### config.mk
export PLATFORM = sky130hd
export DESIGN_NAME = sqt_sine
export DESIGN_NICKNAME = d
export VERILOG_FILES = /design/src/sv/sqt_pkg.sv /design/src/sv/sqt_sine.sv
export SDC_FILE = /design/constraint.sdc
export NUM_CORES = 2
export LEC_CHECK = 0
export BUFFER_PORTS_ARGS = -buffer_cell sky130_fd_sc_hd__buf_2
export CORE_MARGIN = 1
export CORE_UTILIZATION = 35
export CTS_CLUSTER_DIAMETER = 40
export DETAILED_ROUTE_END_ITERATION = 10
export GPL_TIMING_DRIVEN = 1
export MAX_ROUTING_LAYER = met4
export PLACE_DENSITY_LB_ADDON = 0.08
export REMOVE_ABC_BUFFERS = 1
export SLEW_MARGIN = 20
export SYNTH_ARGS = -nofsm -noshare
export SYNTH_HDL_FRONTEND = slang
export SYNTH_SLANG_ARGS = --single-unit
### constraint.sdc
create_clock -name clk_i -period 8.4 [get_ports clk_i]
set_clock_uncertainty 0.05 [all_clocks]
set_input_delay 0.84 -clock clk_i [delete_from_list [all_inputs] [get_ports clk_i]]
set_output_delay 0.84 -clock clk_i [all_outputs]
set_load 0.03 [all_outputs]
### src/sv/sqt_pkg.sv
// ----------------------------------------------------------------------------
// sqt_pkg: shared types and constants of the sprite quad transform
// Fixed field widths, sine polynomial coefficients, pipeline depth and the
// sine/cosine pair handed from the trig unit to the corner datapath.
// ----------------------------------------------------------------------------
package sqt_pkg;

  // Fixed input field widths
  localparam int ANGLE_W    = 12;
  localparam int SCALE_W    = 16;
  localparam int SCALE_FRAC = 8;

  // Angle resolution: one full turn in ANGLE_STEPS (power of two)
  localparam int ANGLE_STEPS = 4096;

  // Sine format Q1.14, phase of 16 bits per turn
  localparam int FRAC_W      = 14;
  localparam int PHASE_W     = FRAC_W + 2;
  localparam int SINE_W      = FRAC_W + 2;
  localparam int Z_W         = FRAC_W + 1;
  localparam int PHASE_SHIFT = PHASE_W - $clog2(ANGLE_STEPS);

  localparam logic [PHASE_W-1:0] QUARTER = PHASE_W'(1) << FRAC_W;

  // Quarter-wave polynomial coefficients
  localparam int SIN_A = 25736;
  localparam int SIN_B = 10512;
  localparam int SIN_C = 1160;

  // Register stages from request to result
  localparam int SINE_LAT   = 4;
  localparam int PIPE_DEPTH = 9;

  typedef struct packed {
    logic signed [SINE_W-1:0] sin_v;
    logic signed [SINE_W-1:0] cos_v;
  } sqt_trig_t;

endpackage

### src/sv/sqt_sine.sv
// ----------------------------------------------------------------------------
// sqt_sine: pipelined sine and cosine of the sprite angle
// Two lanes (sine, cosine) each evaluate the quarter-wave polynomial in
// four register stages; one multiply per stage, advanced by adv_i.
// ----------------------------------------------------------------------------
module sqt_sine import sqt_pkg::*; (
  input  logic               clk_i,
  input  logic               adv_i,
  input  logic [ANGLE_W-1:0] angle_i,
  output sqt_trig_t          trig_o
);

  localparam int PW = 2 * Z_W;

  logic [PHASE_W-1:0]       ph [2];
  logic signed [SINE_W-1:0] lane_q [2];

  // Phase of the sine lane and of the cosine lane (a quarter turn ahead)
  assign ph[0] = PHASE_W'(angle_i) << PHASE_SHIFT;
  assign ph[1] = ph[0] + QUARTER;

  for (genvar g = 0; g < 2; g++) begin : g_lane
    logic [Z_W-1:0]    z_d;
    logic [PW-1:0]     zz;
    logic [Z_W-1:0]    z1_q, z2_q, z3_q;
    logic [Z_W-1:0]    sq_d, sq1_q, sq2_q;
    logic              n1_q, n2_q, n3_q;
    logic [PW-1:0]     inner_p;
    logic [Z_W-1:0]    inner_d, inner_q;
    logic [PW-1:0]     poly_p;
    logic [Z_W-1:0]    poly_d, poly_q;
    logic [PW-1:0]     mag_p;
    logic [Z_W-1:0]    mag;
    logic signed [SINE_W-1:0] val_d;

    // Fold the phase into the first quarter, mirrored in odd quadrants
    assign z_d = ph[g][FRAC_W] ?
                 Z_W'(QUARTER - PHASE_W'(ph[g][FRAC_W-1:0])) :
                 Z_W'(ph[g][FRAC_W-1:0]);
    assign zz   = PW'(z_d) * PW'(z_d);
    assign sq_d = Z_W'(zz >> FRAC_W);

    // Inner and outer polynomial terms
    assign inner_p = PW'(sq1_q) * PW'(SIN_C);
    assign inner_d = Z_W'(PW'(SIN_B) - (inner_p >> FRAC_W));
    assign poly_p  = PW'(sq2_q) * PW'(inner_q);
    assign poly_d  = Z_W'(PW'(SIN_A) - (poly_p >> FRAC_W));

    // Final product and sign of the lower half turn
    assign mag_p = PW'(z3_q) * PW'(poly_q);
    assign mag   = Z_W'(mag_p >> FRAC_W);
    assign val_d = n3_q ? -SINE_W'(mag) : SINE_W'(mag);

    always_ff @(posedge clk_i) begin
      if (adv_i) begin
        z1_q    <= z_d;
        sq1_q   <= sq_d;
        n1_q    <= ph[g][FRAC_W+1];
        z2_q    <= z1_q;
        sq2_q   <= sq1_q;
        inner_q <= inner_d;
        n2_q    <= n1_q;
        z3_q    <= z2_q;
        poly_q  <= poly_d;
        n3_q    <= n2_q;
        lane_q[g] <= val_d;
      end
    end
  end

  assign trig_o.sin_v = lane_q[0];
  assign trig_o.cos_v = lane_q[1];

endmodule

# Word level (Yosys, flattened, before mapping)
# Memory sizes are Yosys's and may differ from the RTL's.
# Cells that the tools add are included.
# word_totals
regBits	216
ram_bits	32
inputBits	14
memories	1
# classes
add_sub_neg	9
multipliers	8
mux	6
# memory_table
memory	depth	word_bits	rd	rd_ports_with_merged_regs	wr	line	text
lane_q	2	16	2	0	2	sqt_sine.sv:16	logic signed [SINE_W-1:0] lane_q [2];
# op_table
op	count
$mul 15x15->29	6
$mul 15x8->23 const B	2
$mux 16	2
$neg 15->16	2
$mux 15	2
$sub 14x12->15 const A	2
$sub 15x14->15 const A	2
$sub 15x15->15 const A	2
$add 16x15->16 const B	1
$mux 1	2

# Depth between registers and ports, before layout
# logic_depth
depth_word	4
mapped_depth	33

# Least setup slack after synthesis
# OpenSTA, ideal clock, no wires.
# synth_timing
kind	input to register
start	in angle_i[0]
end	reg g_lane[0].sq1_q[14], data pin
setup_ns	0.260
t_arrival_ns	7.731
required_time_ns	8.090
setup_slack_ns	0.359
stages	31
path_buffers	2
path_cell_list	clkbuf_1 > clkinv_1 > clkbuf_1 > ha_1 > nand2_1 > nor3_1 > nand2_1 > nand2_1 > xor2_1 > inv_1 > nand2_1 > inv_1 > fa_1 > inv_1 > fa_1 > fa_1 > inv_1 > fa_1 > inv_1 > fa_1 > inv_1 > ha_1 > ha_1 > nor3_1 > nor2_1 > o41a_1 > a41o_1 > or4_1 > a31o_2 > a21oi_1 > xnor2_1
# synth_between
elab_chain_cells	3
# synth_lines
element	line	text
start: declaration	sqt_sine.sv:9	input logic [ANGLE_W-1:0] angle_i,
$sub 15x14->15	sqt_sine.sv:38	Z_W'(QUARTER - PHASE_W'(ph[g][FRAC_W-1:0])) :
$mux 15	sqt_sine.sv:37	assign z_d = ph[g][FRAC_W] ?
via g_lane[0].z_d[12]	sqt_sine.sv:23	logic [Z_W-1:0] z_d;
$mul 15x15->29	sqt_sine.sv:40	assign zz = PW'(z_d) * PW'(z_d);
via g_lane[0].zz[28]	sqt_sine.sv:24	logic [PW-1:0] zz;
end signal: assignment	sqt_sine.sv:57	sq1_q <= sq_d;
end: declaration	sqt_sine.sv:26	logic [Z_W-1:0] sq_d, sq1_q, sq2_q;
# The timed path passes the listed nets, and every way through them passes these cells.
# A chain may end at the register's enable or synchronous reset.

# Worst setup path in the final report
# layout_timing
start	reg g_lane[0].inner_q[0]
end	reg g_lane[0].poly_q[14], data pin
# layout_between
elab_chain_cells	2
# layout_lines
element	line	text
start: declaration	sqt_sine.sv:29	logic [Z_W-1:0] inner_d, inner_q;
start signal: assignment	sqt_sine.sv:61	inner_q <= inner_d;
$mul 15x15->29	sqt_sine.sv:46	assign poly_p = PW'(sq2_q) * PW'(inner_q);
$sub 15x15->15	sqt_sine.sv:47	assign poly_d = Z_W'(PW'(SIN_A) - (poly_p >> FRAC_W));
via g_lane[0].poly_d[14]	sqt_sine.sv:31	logic [Z_W-1:0] poly_d, poly_q;
end signal: assignment	sqt_sine.sv:64	poly_q <= poly_d;
end: declaration	sqt_sine.sv:31	
# The timed path passes the listed nets, and every way through them passes these cells.

==> summary.md <==
| Metric | Value |
|---|---|
| Final wirelength | `92,800 µm` |
| I/O pin count | `46` |
| Critical Path Source Type | `flip-flop` |
| Min Tclk post-route | `7.96 ns` |
| Critical path type | `reg2reg` |
| Tot GR Track Use | `about 16%` |
| Ys Warns | `0` |
| Pre-Repair DR Iteration Count | `5` |
| Slew @ Worst Pin | `0.899 ns` |
| HP Class | `reg2reg` |
| FMAX | `126 MHz` |
| Die Wd | `351 µm` |
| Maxcap violations | `0` |
| Die height | `351 µm` |
| Mapped cell area | `0.0426 mm²` |
| Outcome | `complete, no violations` |
| First-pass GRT wire length | `roughly 160,000 µm` |
| Synth top area share | `31.8%` |
| Area grow syn2layout | `9.68%` |
| Largest net degree at the start of global routing | `between 100 and 150` |
| Vias post-DR | `between 20,000 and 30,000` |
| Routed Antenna Nets | `0` |
| CP Max Fanout | `14` |
| H-Tree Depth | `2` |
| Seq. cell area | `approximately 0.0066 mm²` |
| Most used flip-flop cell after synthesis | `edfxtp_1` |
| CP arrival | `8.28 ns` |
| Crit share post-route | `between 90% and 100%` |
| Seq cells post-synth | `219` |
| Most frequent cells in the layout | `972 x inv_1, 678 x fa_1, 619 x ha_1, 468 x nand2_1, 439 x and2_1` |
| Yosys top cell by area | `fa_1` |
| Die Area | `0.123 mm²` |
| Dpl cells | `6,052` |
| EDFF count, synth | `219` |
| CP max-delay cell | `edfxtp_1` |
| Footprint of the multi-input gates | `0.0319 mm²` |
| Relative slew slack | `between 40% and 50%` |
| Distinct cell type count after synthesis | `86` |
| Num CTS Buffers | `52` |
| Slew Limit Fails | `0` |
| Clock transition at the registers of the reported paths | `~0.05 ns` |
| GPL Wtd Cong | `roughly 0.79` |
| Clock Path Buffers | `3` |
| Antenna violations before repair | `6` |
| Number of diodes | `0` |
| Unrepaired setup endpoints after global routing | `no` |
| Post-synth ARST share | `0%` |
| Critical path data required time | `8.72 ns` |
| Final setup fails | `0` |
| Setup TNS Final | `0 ns` |
| Grt ovf | `0` |
| Syn Inst Count | `4,446` |
| Most Frequent Cell on Critical Path | `inv_1` |
| Worst-skew pair later-pin latency | `~0.65 ns` |
| Drt drc | `0` |
| CORE AREA | `0.120 mm²` |
| Layout cells sized above 1 | `5.58%` |
| Worst setup EP type | `flip-flop` |
| DR iter-0 viols | `just over 900` |
| # fillers | `12,200` |
| Worst path max stage delay | `0.54 ns` |
| Avg Vias per Cell | `4.56` |
| Hpwl dp | `79,100 µm` |
| Routed WL per cell | `15.1 µm` |
| Post-synthesis sequential area ratio | `between 10% and 20%` |
| Synth area leaders | `fa_1 32%, ha_1 18%, edfxtp_1 15%` |
| # hold bufs at CTS | `0` |
| Clock sink total | `219` |
| Root Driver | `clkbuf_16` |
| Syn avg cell area | `between 9 and 10 µm²` |
| Initial core utilization | `35.4%` |
| Most common cell after layout, fill and taps aside | `inv_1` |
| CTS tree | `yes` |
| Fin nets | `5,805` |
| Final hold vios | `0` |
| Cell Rows | `127` |
| Vias in the first global route | `30,300` |
| Non-filler cells in the finished layout | `6,147` |
| Port bufs | `45` |
repair_timing:
action / in CTS / in global routing
setup endpoints to repair: 0 / 2
gates resized for setup: 0 / 1
buffers inserted: 0 / 0
layer usage:
layer / global-route usage, % / share of wire (%)
met5: - / 0
met4: 3.40 / 1.6
met3: 1.52 / 2.3
met2: 25.8 / 45
met1: 22.5 / 51
state kept, by name, summed over array words and instances, names as in the netlist, 21 cells and up:
signal / count
g_lane.sq2_q: 30
g_lane.inner_q: 28
g_lane.sq1_q: 30
g_lane.z2_q: 21
g_lane.z1_q: 21
g_lane.z3_q: 21
lane_q: 32
g_lane.poly_q: 30
final timing paths:
path                             start              endpoint  slack (ns)  cells after the start
setup / recovery  g_lane[0].inner_q[0]  g_lane[0].poly_q[14]        0.44                     29
hold / removal      g_lane[1].z2_q[10]    g_lane[1].z3_q[10]        0.36                      0
setup reg to reg  g_lane[0].inner_q[0]  g_lane[0].poly_q[14]        0.44                     29
hold reg to reg     g_lane[1].z2_q[10]    g_lane[1].z3_q[10]        0.36                      0
synthesized netlist by cell type, types with 16 or more instances:
library cell  count
a211oi_1         16
nor3_1           37
clkbuf_1        133
inv_1           972
xnor2_1         147
o21ai_0          59
and2_1          439
edfxtp_1        219
a21o_1           41
nor2_1          162
nand3_1          24
a21oi_1          89
xor2_1           62
nand2_1         468
or2_2            16
fa_1            678
ha_1            619
and3_1           17
through the flow:
stage	worst slack, ns	util [%]	instance area [µm²]	hold WS (ns)
4_1_cts	0.365	38.8	46800	0.340
6_report	0.442	38.8	46800	0.360
2_1_floorplan	0.714	-	42100	0.350
5_1_grt	0.0833	38.8	46800	0.364
3_3_place_gp	0.409	37.4	45000	0.353
3_5_place_dp	0.374	37.4	45000	0.355
critical path, delay by kind of cell, from the launching register on:
family          cells  cell delay (ns)
fa+ha+maj           8             3.50
compound gates      7             1.86
simple gates        5             1.14
flops               1             0.54
buf+inv             7             0.35
xor+xnor            2             0.28
kinds of logic (layout without fill, tap and decap cells):
logic type | count (synthesis) | in the layout | share of synthesized area (%)
adders and majority gates | 1298 | 1298 | 50.0
DFF | 219 | 219 | 15.4
xor gates and xnor gates | 210 | 210 | 4.33
AOI/OAI and AO/OA | 343 | 343 | 5.57
and+or+nand+nor | 1242 | 1242 | 14.4
buffers and inverters | 1118 | 1197 | 9.86
other | 2 | 12 | 0.0176
muxes | 14 | 14 | 0.346
area by class of cell:
type,count,share of cell area (%)
repair buffers,126,1.83
multi-input cells,3119,68.2
well taps,1612,4.31
clock inverters,39,0.947
clock buffers,56,2.81
flip-flops and latches,219,14.1
inverters,976,7.83
Power is not shown: default switching activity piles up to over one toggle a cycle in this logic, so the estimate is an artifact.
